### config.mk
export PLATFORM = sky130hd
export DESIGN_NAME = url_percent_decoder
export DESIGN_NICKNAME = d
export VERILOG_FILES = /design/src/sv/urlpd_pkg.sv /design/src/sv/url_percent_decoder.sv /design/src/sv/urlpd_step.sv /design/src/sv/urlpd_out_buf.sv
export SDC_FILE = /design/constraint.sdc
export NUM_CORES = 1
export LEC_CHECK = 0
export ABC_AREA = 0
export BUFFER_PORTS_ARGS = -buffer_cell sky130_fd_sc_hd__buf_2
export CAP_MARGIN = 25
export CORE_MARGIN = 2
export CORE_UTILIZATION = 55
export DETAILED_ROUTE_END_ITERATION = 10
export PLACE_DENSITY = 0.73
export SETUP_SLACK_MARGIN = 0.02
export SLEW_MARGIN = 5
export SYNTH_ARGS = -nofsm -noshare
export SYNTH_HDL_FRONTEND = slang
export SYNTH_HIERARCHICAL = 1
export SYNTH_SLANG_ARGS = --single-unit
### constraint.sdc
create_clock -name clk -period 8.6 [get_ports clk]
set_input_delay 1.29 -clock clk [delete_from_list [all_inputs] [get_ports clk]]
set_output_delay 1.29 -clock clk [all_outputs]
set_load 0.005 [all_outputs]
### src/sv/urlpd_pkg.sv
// Types and constants shared by the URL percent decoder modules.
`default_nettype none
package urlpd_pkg;

  localparam int unsigned MaxOutWidth = 13;
  localparam int unsigned CountWidth  = 12;
  localparam int unsigned ResultSlots = 3;

  localparam logic [MaxOutWidth-1:0] MaxOutReset = 13'd128;
  localparam logic [MaxOutWidth-1:0] MaxOutCap   = 13'd4096;

  // Escape phase codes
  localparam logic [1:0] PH_NONE  = 2'd0;
  localparam logic [1:0] PH_PCT   = 2'd1;
  localparam logic [1:0] PH_DIGIT = 2'd2;

  localparam logic [7:0] PctChar = 8'h25;

  typedef struct packed {
    logic [7:0] in_byte;
    logic       in_last;
  } in_item_t;

  typedef struct packed {
    logic [7:0] out_byte;
    logic       has_byte;
    logic       out_last;
    logic       truncated;
  } out_item_t;

  typedef struct packed {
    logic [1:0]            escape_phase;
    logic [7:0]            held_digit;
    logic [CountWidth-1:0] emitted_count;
    logic                  ended;
    logic                  dropped_flag;
  } dec_state_t;

  typedef struct packed {
    out_item_t [ResultSlots-1:0] items;
    logic [1:0]                  count;
  } step_res_t;

endpackage
`default_nettype wire

### src/sv/url_percent_decoder.sv
// Top level of the URL percent decoder.
`default_nettype none
// Decodes a percent-encoded string one byte per item, one item per cycle while
// in_stall is low. An item that yields k results (up to three) holds in_stall until
// its last result leaves the three-slot result buffer, which drains one result per
// cycle while out_stall is low; decoding is a single combinational pass from the
// escape state to the result buffer. A zero byte or in_last ends the string and
// always yields at least one result (an empty end marker if no byte). At most
// max_out-1 bytes go out per string, max_out taken in 1..4096; cfg_wr_data sets
// max_out (reset 128); the user writes it only while the block is idle (unchecked).
module url_percent_decoder (
  input  logic                                clk,
  input  logic                                rst,
  input  logic                                in_valid,
  output logic                                in_stall,
  input  urlpd_pkg::in_item_t                 in_data,
  output logic                                out_valid,
  input  logic                                out_stall,
  output urlpd_pkg::out_item_t                out_data,
  input  logic                                cfg_wr_en,
  input  logic [urlpd_pkg::MaxOutWidth-1:0]   cfg_wr_data
);
  import urlpd_pkg::*;

  dec_state_t             state;
  dec_state_t             state_next;
  step_res_t              res;
  logic [MaxOutWidth-1:0] max_out;
  logic                   can_load;
  logic                   accept;

  assign in_stall = !can_load;
  assign accept   = in_valid && can_load;

  urlpd_step u_step (
    .cur     (state),
    .item    (in_data),
    .max_out (max_out),
    .nxt     (state_next),
    .res     (res)
  );

  urlpd_out_buf u_out_buf (
    .clk       (clk),
    .rst       (rst),
    .load      (accept),
    .res       (res),
    .can_load  (can_load),
    .out_valid (out_valid),
    .out_stall (out_stall),
    .out_data  (out_data)
  );

  always_ff @(posedge clk) begin
    if (rst) begin
      state <= '0;
    end else if (accept) begin
      state <= state_next;
    end
  end

  always_ff @(posedge clk) begin
    if (rst) begin
      max_out <= MaxOutReset;
    end else if (cfg_wr_en) begin
      max_out <= cfg_wr_data;
    end
  end

endmodule
`default_nettype wire

### src/sv/urlpd_step.sv
// Per-item decode logic: next state and up to three result items.
`default_nettype none
module urlpd_step (
  input  urlpd_pkg::dec_state_t                  cur,
  input  urlpd_pkg::in_item_t                    item,
  input  logic [urlpd_pkg::MaxOutWidth-1:0]      max_out,
  output urlpd_pkg::dec_state_t                  nxt,
  output urlpd_pkg::step_res_t                   res
);
  import urlpd_pkg::*;

  function automatic logic is_hex(input logic [7:0] c);
    is_hex = (c >= 8'h30 && c <= 8'h39) || (c >= 8'h61 && c <= 8'h66) ||
             (c >= 8'h41 && c <= 8'h46);
  endfunction

  function automatic logic [3:0] hex_val(input logic [7:0] c);
    hex_val = (c >= 8'h30 && c <= 8'h39) ? c[3:0] : 4'(c[3:0] + 4'd9);
  endfunction

  dec_state_t            st;
  logic [1:0]            ph;
  logic [7:0]            c;
  logic                  is_end;
  logic [7:0]            cand [4];
  logic [2:0]            k;
  logic [CountWidth-1:0] limit;
  logic [CountWidth-1:0] room;
  logic [1:0]            room_sat;
  logic [1:0]            emit_n;
  logic                  drop_now;
  logic                  drop_new;

  always_comb begin
    // Start afresh after a finished string
    st = cur;
    if (cur.ended) begin
      st = '0;
    end
    c      = item.in_byte;
    is_end = item.in_last || (c == 8'h00);
    ph     = st.escape_phase;
    for (int i = 0; i < 4; i++) begin
      cand[i] = 8'h00;
    end
    k = 3'd0;
    nxt = st;

    if (c != 8'h00) begin
      unique case (ph)
        PH_PCT: begin
          if (is_hex(c)) begin
            nxt.held_digit = c;
            ph = PH_DIGIT;
          end else if (c == PctChar) begin
            ph = PH_NONE;
            cand[k[1:0]] = PctChar;
            k = k + 3'd1;
          end else begin
            ph = PH_NONE;
            cand[k[1:0]] = PctChar;
            k = k + 3'd1;
            cand[k[1:0]] = c;
            k = k + 3'd1;
          end
        end
        PH_DIGIT: begin
          ph = PH_NONE;
          if (is_hex(c)) begin
            cand[k[1:0]] = {hex_val(st.held_digit), hex_val(c)};
            k = k + 3'd1;
          end else begin
            cand[k[1:0]] = PctChar;
            k = k + 3'd1;
            cand[k[1:0]] = st.held_digit;
            k = k + 3'd1;
            if (c == PctChar) begin
              ph = PH_PCT;
            end else begin
              cand[k[1:0]] = c;
              k = k + 3'd1;
            end
          end
        end
        default: begin
          if (c == PctChar) begin
            ph = PH_PCT;
          end else begin
            cand[k[1:0]] = c;
            k = k + 3'd1;
          end
        end
      endcase
    end

    // Flush a pending escape literally at the end
    if (is_end) begin
      if (ph == PH_PCT) begin
        cand[k[1:0]] = PctChar;
        k = k + 3'd1;
      end else if (ph == PH_DIGIT) begin
        cand[k[1:0]] = PctChar;
        k = k + 3'd1;
        cand[k[1:0]] = nxt.held_digit;
        k = k + 3'd1;
      end
      ph = PH_NONE;
      nxt.held_digit = 8'h00;
    end
    nxt.escape_phase = ph;
    nxt.ended = is_end;

    // Limit check: zero acts as one, anything above the cap acts as the cap
    if (max_out == '0) begin
      limit = '0;
    end else if (max_out > MaxOutCap) begin
      limit = CountWidth'(MaxOutCap - 13'd1);
    end else begin
      limit = CountWidth'(max_out - 13'd1);
    end
    // A limit lowered to or below the bytes already emitted leaves no room at all
    room     = (st.emitted_count >= limit) ? '0 : limit - st.emitted_count;
    room_sat = (room >= CountWidth'(3)) ? 2'd3 : room[1:0];
    emit_n   = (k > {1'b0, room_sat}) ? room_sat : k[1:0];
    drop_now = (k > {1'b0, room_sat}) && (room < CountWidth'(3));
    drop_new = st.dropped_flag || drop_now;
    nxt.dropped_flag  = drop_new;
    nxt.emitted_count = st.emitted_count + CountWidth'(emit_n);

    for (int i = 0; i < ResultSlots; i++) begin
      res.items[i].out_byte  = cand[i];
      res.items[i].has_byte  = 1'b1;
      res.items[i].out_last  = is_end && ((2'(i) + 2'd1) == emit_n);
      res.items[i].truncated = drop_new;
    end
    res.count = emit_n;
    // Empty end marker
    if (is_end && (emit_n == 2'd0)) begin
      res.items[0] = '{out_byte: 8'h00, has_byte: 1'b0, out_last: 1'b1,
                       truncated: drop_new};
      res.count = 2'd1;
    end
  end

endmodule
`default_nettype wire

### src/sv/urlpd_out_buf.sv
// Result buffer: holds the items of one input and drains one per cycle while out_stall is low.
`default_nettype none
module urlpd_out_buf (
  input  logic                 clk,
  input  logic                 rst,
  input  logic                 load,
  input  urlpd_pkg::step_res_t res,
  output logic                 can_load,
  output logic                 out_valid,
  input  logic                 out_stall,
  output urlpd_pkg::out_item_t out_data
);
  import urlpd_pkg::*;

  out_item_t [ResultSlots-1:0] items;
  logic [1:0]                  remain;
  logic [1:0]                  pos;
  logic                        pop;

  assign out_valid = (remain != 2'd0);
  assign pop       = out_valid && !out_stall;
  // Take the next item once the last pending result leaves this cycle
  assign can_load  = (remain == 2'd0) || ((remain == 2'd1) && pop);

  always_comb begin
    unique case (pos)
      2'd1:    out_data = items[1];
      2'd2:    out_data = items[2];
      default: out_data = items[0];
    endcase
  end

  always_ff @(posedge clk) begin
    if (rst) begin
      remain <= 2'd0;
      pos    <= 2'd0;
    end else if (load) begin
      remain <= res.count;
      pos    <= 2'd0;
    end else if (pop) begin
      remain <= remain - 2'd1;
      pos    <= pos + 2'd1;
    end
  end

  always_ff @(posedge clk) begin
    if (load) begin
      items <= res.items;
    end
  end

endmodule
`default_nettype wire
==> results of run 1 <==
[flip-flops by register name, indices dropped and copies added (netlist names)]
register,flops
u_out_buf/items,33
state,24
max_out,13
u_out_buf/pos,2
u_out_buf/remain,2
[metrics by stage]
step                worst slack, ps  area [µm²]
floorplan                      2080        6200
global placement               1550        6330
detailed placement             1300        6330
CTS                            1270        6630
global route                    803        6630
finish                         1330        6630
[synthesized netlist by cell type (4+ instances only)]
cell / count
sky130_fd_sc_hd__clkbuf_1: 15
sky130_fd_sc_hd__nor3_1: 11
sky130_fd_sc_hd__buf_2: 18
sky130_fd_sc_hd__a21bo_1: 24
sky130_fd_sc_hd__nand3_1: 34
sky130_fd_sc_hd__o221ai_1: 6
sky130_fd_sc_hd__mux2i_1: 23
sky130_fd_sc_hd__edfxtp_1: 33
sky130_fd_sc_hd__buf_4: 9
sky130_fd_sc_hd__buf_6: 5
sky130_fd_sc_hd__nor4_1: 6
sky130_fd_sc_hd__or3_1: 4
sky130_fd_sc_hd__a211oi_1: 4
sky130_fd_sc_hd__o22a_1: 4
sky130_fd_sc_hd__o21a_1: 6
sky130_fd_sc_hd__a32o_1: 5
sky130_fd_sc_hd__xor2_1: 8
sky130_fd_sc_hd__nand2_1: 72
sky130_fd_sc_hd__and2_1: 7
sky130_fd_sc_hd__and3_1: 10
sky130_fd_sc_hd__nand4_1: 6
sky130_fd_sc_hd__ha_1: 38
sky130_fd_sc_hd__a22oi_1: 18
sky130_fd_sc_hd__a31oi_1: 9
sky130_fd_sc_hd__xnor2_1: 17
sky130_fd_sc_hd__a21oi_2: 4
sky130_fd_sc_hd__dfxtp_1: 41
sky130_fd_sc_hd__a21o_1: 11
sky130_fd_sc_hd__nand2b_1: 4
sky130_fd_sc_hd__nor2b_1: 13
sky130_fd_sc_hd__o21ai_0: 31
sky130_fd_sc_hd__and4_1: 4
sky130_fd_sc_hd__a21oi_1: 50
sky130_fd_sc_hd__nor2_1: 57
sky130_fd_sc_hd__inv_1: 43
[where the power goes]
part | total (W) | internal, W | leakage [nW] | switching, W
registers | 0.000432 | 0.000414 | 0.655 | 0.0000184
clock network | 0.000372 | 0.000225 | 0.135 | 0.000147
logic | 0.000379 | 0.000139 | 1.87 | 0.000240
total | 0.00118 | 0.000778 | 2.66 | 0.000405
[per-layer routing]
layer	wire, µm	vias up	GRT usage
met3	1100	19	0.0682
li1	-	2657	-
met4	206	0	0.0714
met2	6530	178	0.383
met5	0	-	0
met1	7560	2582	0.389
[final cells by class]
type	count	area, µm²
fill	957	4300
multi-input combinational	560	3950
timing repair buffer	44	233
tap	140	175
clock inverter	6	66.3
sequential	74	1810
clock buffer	10	229
inverter	44	165
[logic make-up (layout without fill, tap and decap cells)]
logic type	after synthesis	count (layout)	share of synthesized area
XOR/XNOR	26	26	0.0380
buffers and inverters	93	104	0.0715
other	1	2	0.000605
AO/OA/AOI/OAI	218	218	0.266
adder cells (fa/ha/maj)	41	41	0.0848
AND/OR/NAND/NOR	249	249	0.207
multiplexers	24	24	0.0390
flip-flops	74	74	0.293
[tightest hold or removal path, stage by stage (launching register included)]
cell,delay (ps)
sky130_fd_sc_hd__dfxtp_1,340
sky130_fd_sc_hd__mux2i_1,130
sky130_fd_sc_hd__nor2_1,50
[worst min path at each step]
stage / startpoint / endpoint / slack [ps] / cells past startpoint
2_1_floorplan: max_out[5]$_SDFFE_PP0P_ / max_out[5]$_SDFFE_PP0P_ / 500 / 2
3_5_place_dp: max_out[5]$_SDFFE_PP0P_ / max_out[5]$_SDFFE_PP0P_ / 550 / 2
3_3_place_gp: max_out[4]$_SDFFE_PP0P_ / max_out[4]$_SDFFE_PP0P_ / 530 / 2
5_1_grt: state[0]$_SDFFE_PP0P_ / state[0]$_SDFFE_PP0P_ / 600 / 2
6_report: max_out[5]$_SDFFE_PP0P_ / max_out[5]$_SDFFE_PP0P_ / 560 / 2
4_1_cts: max_out[5]$_SDFFE_PP0P_ / max_out[5]$_SDFFE_PP0P_ / 560 / 2
==> impl_summary.log, run 1 <==
INFO  metric cp_top_family = simple AND/OR/NAND/NOR gates
INFO  metric timing_worst_slew_pin_value = 833 ps
INFO  metric netlist_top_cells_area = sky130_fd_sc_hd__edfxtp_1 (16%), sky130_fd_sc_hd__dfxtp_1 (13%), sky130_fd_sc_hd__ha_1 (7.7%), sky130_fd_sc_hd__nand2_1 (4.4%), sky130_fd_sc_hd__a21oi_1 (4.0%)
INFO  metric drt_iter0_markers = 561
INFO  metric drt_first_pass_iters = 8
INFO  metric synth_warnings = 6
INFO  metric final_util = 0.607
INFO  metric grt_start_max_net_pins = 51
INFO  metric synth_sequential_area_ratio = 0.293
INFO  metric postCtsHoldBufs = 0
INFO  metric fraction_of_layout_cells_with_a_size_suffix_above_1 = 0.118
INFO  metric instances_no_fill = 878
INFO  metric clkLatencyLatePin = 340 ps
INFO  metric p_per_area = 178 nW/µm²
INFO  metric layout.cells.most_common = sky130_fd_sc_hd__nand2_1
INFO  metric ys_seq_elements = 74
INFO  metric netlist_instances = 726
INFO  metric drcViolationCount = 0
INFO  metric finalCriticalPeriod = 7270 ps
INFO  metric critical_path.reg2reg.startpoint = max_out[2]$_SDFFE_PP0P_
INFO  metric clk_root_buffer_cell = sky130_fd_sc_hd__clkbuf_16
INFO  metric cts.htree.levels = 3
INFO  metric post_route_setup_tns = 0 ps
INFO  metric critical_path_depth = 29
INFO  metric io_pins = 40
INFO  metric maxClockFrequency = 0.138 GHz
INFO  metric worstPathRequired = 8860 ps
INFO  metric worst-path-buf-inv = 3
INFO  metric r2r.worst_path.cells = 29
INFO  metric p_leak = 2.66 nW
INFO  metric synth_top_cell_by_area = sky130_fd_sc_hd__edfxtp_1
INFO  metric worst_setup_path_start_kind = flop
INFO  metric finalCritPeriodShare = 0.845
INFO  metric post-cts-setup-buffers = 0
INFO  metric synth_ff_type = sky130_fd_sc_hd__dfxtp_1
INFO  metric ctsLongestPathBuffers = 2
INFO  metric antenna_found_initial = 0
INFO  metric synth.avg_cell_area = 8.53 µm²
INFO  metric syn2layout_area_growth = 7.11%
INFO  metric routed_via_density = 6.19
INFO  metric antenna_left = 0
INFO  metric timing_worst_setup_path_type = flop to flop
INFO  metric chipWidth = 110 µm
INFO  metric synth_area = 6190 µm²
INFO  metric dpl_hpwl = 11.2 mm
INFO  metric grt_setup_unrepaired = no
INFO  metric yosysTopAreaCellShare = 0.160
INFO  metric synth-edff-count = 33
INFO  metric endpoint = state[12]$_SDFFE_PP0P_
INFO  metric worst_ir_drop_on_vdd = 235 µV
INFO  metric fp.coreArea = 10,900 µm²
INFO  metric maxCapViolations = 0
INFO  metric critical_path_peak_fanout = 10
INFO  metric grt_first_pass_wirelength = 25.1 mm
INFO  metric yosysUniqueCellTypes = 88
INFO  metric die-height = 110 µm
INFO  metric dieArea = 12,100 µm²
INFO  metric worst_slack_on_hold_paths = 559 ps
INFO  metric slowest_delay = 580 ps
INFO  metric initial_utilization = 0.566
INFO  metric clk_transition_reported_paths = 60 ps
INFO  metric maxSlewHeadroom = 0.441
INFO  metric slew_violations = 0
INFO  metric globalRouteOverflowTotal = 0
INFO  metric setup_crit_start = max_out[2]$_SDFFE_PP0P_
INFO  metric cts_tree = done
INFO  metric holdCritPathClass = flop to flop
INFO  metric routed_wirelength = 15.4 mm
INFO  metric first_global_vias = 4,872
INFO  metric cts_inserted_buffers = 9
INFO  metric worst_path_max_delay_cell = sky130_fd_sc_hd__or4_1
INFO  metric result_of_the_run = finished clean
INFO  metric routabilityCongestion = 0.964
INFO  metric power = 0.00118 W
INFO  metric postCtsResizedCells = 0
INFO  metric antenna-diode-count = 0
INFO  metric ys_async_sr_fraction = 0
INFO  metric hold_violations = 0
INFO  metric final_cell_mix = sky130_fd_sc_hd__nand2_1 (72), sky130_fd_sc_hd__nor2_1 (57), sky130_fd_sc_hd__a21oi_1 (50), sky130_fd_sc_hd__inv_1 (43), sky130_fd_sc_hd__dfxtp_1 (41)
INFO  metric track_usage = 0.265
INFO  metric wire_per_inst = 17.5 µm
INFO  metric fin_skew = 5.10 ps
INFO  metric nNetsFinal = 800
INFO  metric port-buffer-count = 39
INFO  metric placed_cells = 861
INFO  metric setup_viol_count_final = 0
INFO  metric worstPathArrival = 7530 ps
INFO  metric route.vias.total = 5,436
INFO  metric worst_setup_path_end_kind = flop
INFO  metric regToRegSetupSlack = 1330 ps
INFO  metric critical_path.reg2reg.endpoint = state[12]$_SDFFE_PP0P_
INFO  metric row_count = 38
INFO  metric clock_sinks = 74
(Power assumes the default switching activity.)
==> inputs of run 2 (changes only) <==
--- a/config.mk
+++ b/config.mk
@@ -11,7 +11,7 @@
 export CORE_MARGIN = 2
 export CORE_UTILIZATION = 55
 export DETAILED_ROUTE_END_ITERATION = 10
-export PLACE_DENSITY = 0.73
+export PLACE_DENSITY = 0.76
 export SETUP_SLACK_MARGIN = 0.02
 export SLEW_MARGIN = 5
 export SYNTH_ARGS = -nofsm -noshare
==> constraint.sdc (replaced) <==
create_clock -name clk -period 6.3 [get_ports clk]
set_input_delay 0.945 -clock clk [delete_from_list [all_inputs] [get_ports clk]]
set_output_delay 0.945 -clock clk [all_outputs]
set_load 0.005 [all_outputs]
==> impl_summary.log, run 2 (synthesized netlist as in run 1, its figures left out) <==
INFO  metric maxSlewHeadroom = 0.471 (+0.0300)
INFO  metric fraction_of_layout_cells_with_a_size_suffix_above_1 = 0.193 (+0.0749)
INFO  metric maxCapViolations = 0 (unchanged)
INFO  metric clk_transition_reported_paths = 60 ps (about the same)
INFO  metric grt_use_met1 = 0.388 (-0.000958)
INFO  metric routed_wirelength = 15.9 mm (+3.6%)
INFO  metric slew_violations = 0 (unchanged)
INFO  metric initial_utilization = 0.566 (unchanged)
INFO  metric worst_setup_path_start_kind = flop
INFO  metric grt_first_pass_wirelength = 25.1 mm (about the same)
INFO  metric grt_start_max_net_pins = 51 (unchanged)
INFO  metric final_util = 0.648 (+0.0416)
INFO  metric placed_cells = 886 (+2.9%)
INFO  metric chipWidth = 110 µm (unchanged)
INFO  metric reg_top3 = u_out_buf/items (33), state (24), max_out (13)
INFO  metric routed_via_density = 6.11 (-1.3%)
INFO  metric route.vias.total = 5,578 (+2.6%)
INFO  metric grt.busiest_layer = met2
INFO  metric largest_register = u_out_buf/items
INFO  metric cts_inserted_buffers = 9 (unchanged)
INFO  metric critical_path_peak_fanout = 6 (-4)
INFO  metric fin_skew = 9.71 ps (+4.60 ps)
INFO  metric port-buffer-count = 39 (unchanged)
INFO  metric cts_tree = done
INFO  metric fillCellCount = 916 (-4.3%)
INFO  metric final_cell_mix = sky130_fd_sc_hd__nand2_1 (71), sky130_fd_sc_hd__nor2_1 (56), sky130_fd_sc_hd__a21oi_1 (46), sky130_fd_sc_hd__inv_1 (41), sky130_fd_sc_hd__dfxtp_1 (40)
INFO  metric clock_sinks = 74 (unchanged)
INFO  metric dieArea = 12,100 µm² (unchanged)
INFO  metric maxClockFrequency = 0.162 GHz (+17%)
INFO  metric wire_per_inst = 17.5 µm (-0.36%)
INFO  metric holdCritPathClass = flop to flop
INFO  metric layout.cells.most_common = sky130_fd_sc_hd__nand2_1
INFO  metric worst_path_max_delay_cell = sky130_fd_sc_hd__or4_4
INFO  metric clkLatencyLatePin = 330 ps (about the same)
INFO  metric p_leak = 2.85 nW (+7.4%)
INFO  metric worst_setup_path_end_kind = flop
INFO  metric largest_register_ff_count = 33 (unchanged)
INFO  metric ctsLongestPathBuffers = 2 (unchanged)
INFO  metric globalRouteMet3Util = 0.0441 (-0.0241)
INFO  metric fp.coreArea = 10,900 µm² (unchanged)
INFO  metric io_pins = 40 (unchanged)
INFO  metric finalCritPeriodShare = 0.982 (+0.137)
INFO  metric antenna-diode-count = 0 (unchanged)
INFO  metric track_usage = 0.264 (-0.000464)
INFO  metric syn2layout_area_growth = 14.5%
INFO  metric setup_viol_count_final = 0 (unchanged)
INFO  metric p_per_area = 236 nW/µm² (+32%)
INFO  metric worstPathRequired = 6560 ps (-2300 ps)
INFO  metric grt_use_met2 = 0.398 (+0.0158)
INFO  metric worst_slack_on_hold_paths = 562 ps (+3.13 ps)
INFO  metric globalRouteOverflowTotal = 0 (unchanged)
INFO  metric clk_root_buffer_cell = sky130_fd_sc_hd__clkbuf_16
INFO  metric dpl_hpwl = 11.4 mm (+2.0%)
INFO  metric cts.htree.levels = 3 (unchanged)
INFO  metric drt_first_pass_iters = 6 (-2)
INFO  metric hold_violations = 0 (unchanged)
INFO  metric drt_iter0_markers = 596 (+6.2%)
INFO  metric worst_ir_drop_on_vdd = 242 µV (+3.2%)
INFO  metric row_count = 38 (unchanged)
INFO  metric first_global_vias = 5,053 (+3.7%)
INFO  metric instances_no_fill = 913 (+4.0%)
INFO  metric drcViolationCount = 0 (unchanged)
INFO  metric finalCriticalPeriod = 6190 ps (-1080 ps)
INFO  metric nNetsFinal = 835 (+4.4%)
INFO  metric antenna_found_initial = 0 (unchanged)
INFO  metric routabilityCongestion = 0.991 (+2.9%)
INFO  metric die-height = 110 µm (unchanged)
INFO  metric post_route_setup_tns = 0 ps (unchanged)
INFO  metric power = 0.00167 W (+41%)
INFO  metric slowest_delay = 570 ps (about the same)
INFO  metric timing_worst_slew_pin_value = 793 ps (-40.0 ps)
INFO  metric grt_setup_unrepaired = yes
INFO  metric result_of_the_run = finished clean
INFO  metric worstPathArrival = 6440 ps (-1090 ps)
INFO  metric antenna_left = 0 (unchanged)
INFO  metric timing_worst_setup_path_type = flop to flop
-- run 2: cell types whose count changed in the layout (fill, tap and decap cells not counted), sizes merged --
cell | before | now
buf | 44 | 79
inv | 45 | 44
clkinvlp | 3 | 2
clkinv | 1 | 3
-- run 2: power breakdown --
group | switching [W] | internal [W]
Clock | 0.000193 | 0.000307
Combinational | 0.000354 | 0.000228
Sequential | 0.0000222 | 0.000565
-- run 2: worst paths after layout --
path	from	end	slack, ps	depth (start not counted)
worst max-delay path	max_out[2]$_SDFFE_PP0P_	state[13]$_SDFFE_PP0P_	110	30
worst min-delay path	u_out_buf/pos[1]$_SDFFE_PP0P_	u_out_buf/pos[1]$_SDFFE_PP0P_	560	2
worst max register to register	max_out[2]$_SDFFE_PP0P_	state[13]$_SDFFE_PP0P_	110	30
worst min register to register	u_out_buf/pos[1]$_SDFFE_PP0P_	u_out_buf/pos[1]$_SDFFE_PP0P_	560	2
-- run 2: area by class of cell --
class	count	area, µm²	share of cell area
repair buffers	79	503	0.0709
flip-flops and latches	74	1810	0.256
clock buffers	10	229	0.0323
clock inverters	6	67.6	0.00953
multi-input cells	560	4140	0.583
inverters	44	165	0.0233
well taps	140	175	0.0247
-- run 2: per-stage QoR --
step           setup WS, ps  instance area (µm²)
2_1_floorplan          78.3                 6220
3_3_place_gp            124                 6540
3_5_place_dp           -138                 6540
4_1_cts                27.6                 6870
5_1_grt                -311                 7090
6_report                113                 7090
-- run 2: what timing repair did --
action / in CTS / in global routing
pin swaps: 1 / 25
setup endpoints to repair: 3 / 10
resized for setup: 3 / 32
hold buffers: 0 / 0
setup buffers: 2 / 9
-- run 2: routing by layer --
layer / vias to the layer above / routed length [µm]
li1: 2726 / -
met1: 2643 / 7680
met2: 191 / 7080
met3: 18 / 954
met4: 0 / 232
met5: - / 0
-- run 2: worst max-delay path, delay by kind of cell (launching register included) --
family	cells	cell delay, ps
compound gates	11	1860
xor+xnor	1	150
fa+ha+maj	4	1010
buf+inv	2	140
flops	1	320
simple gates	12	2620
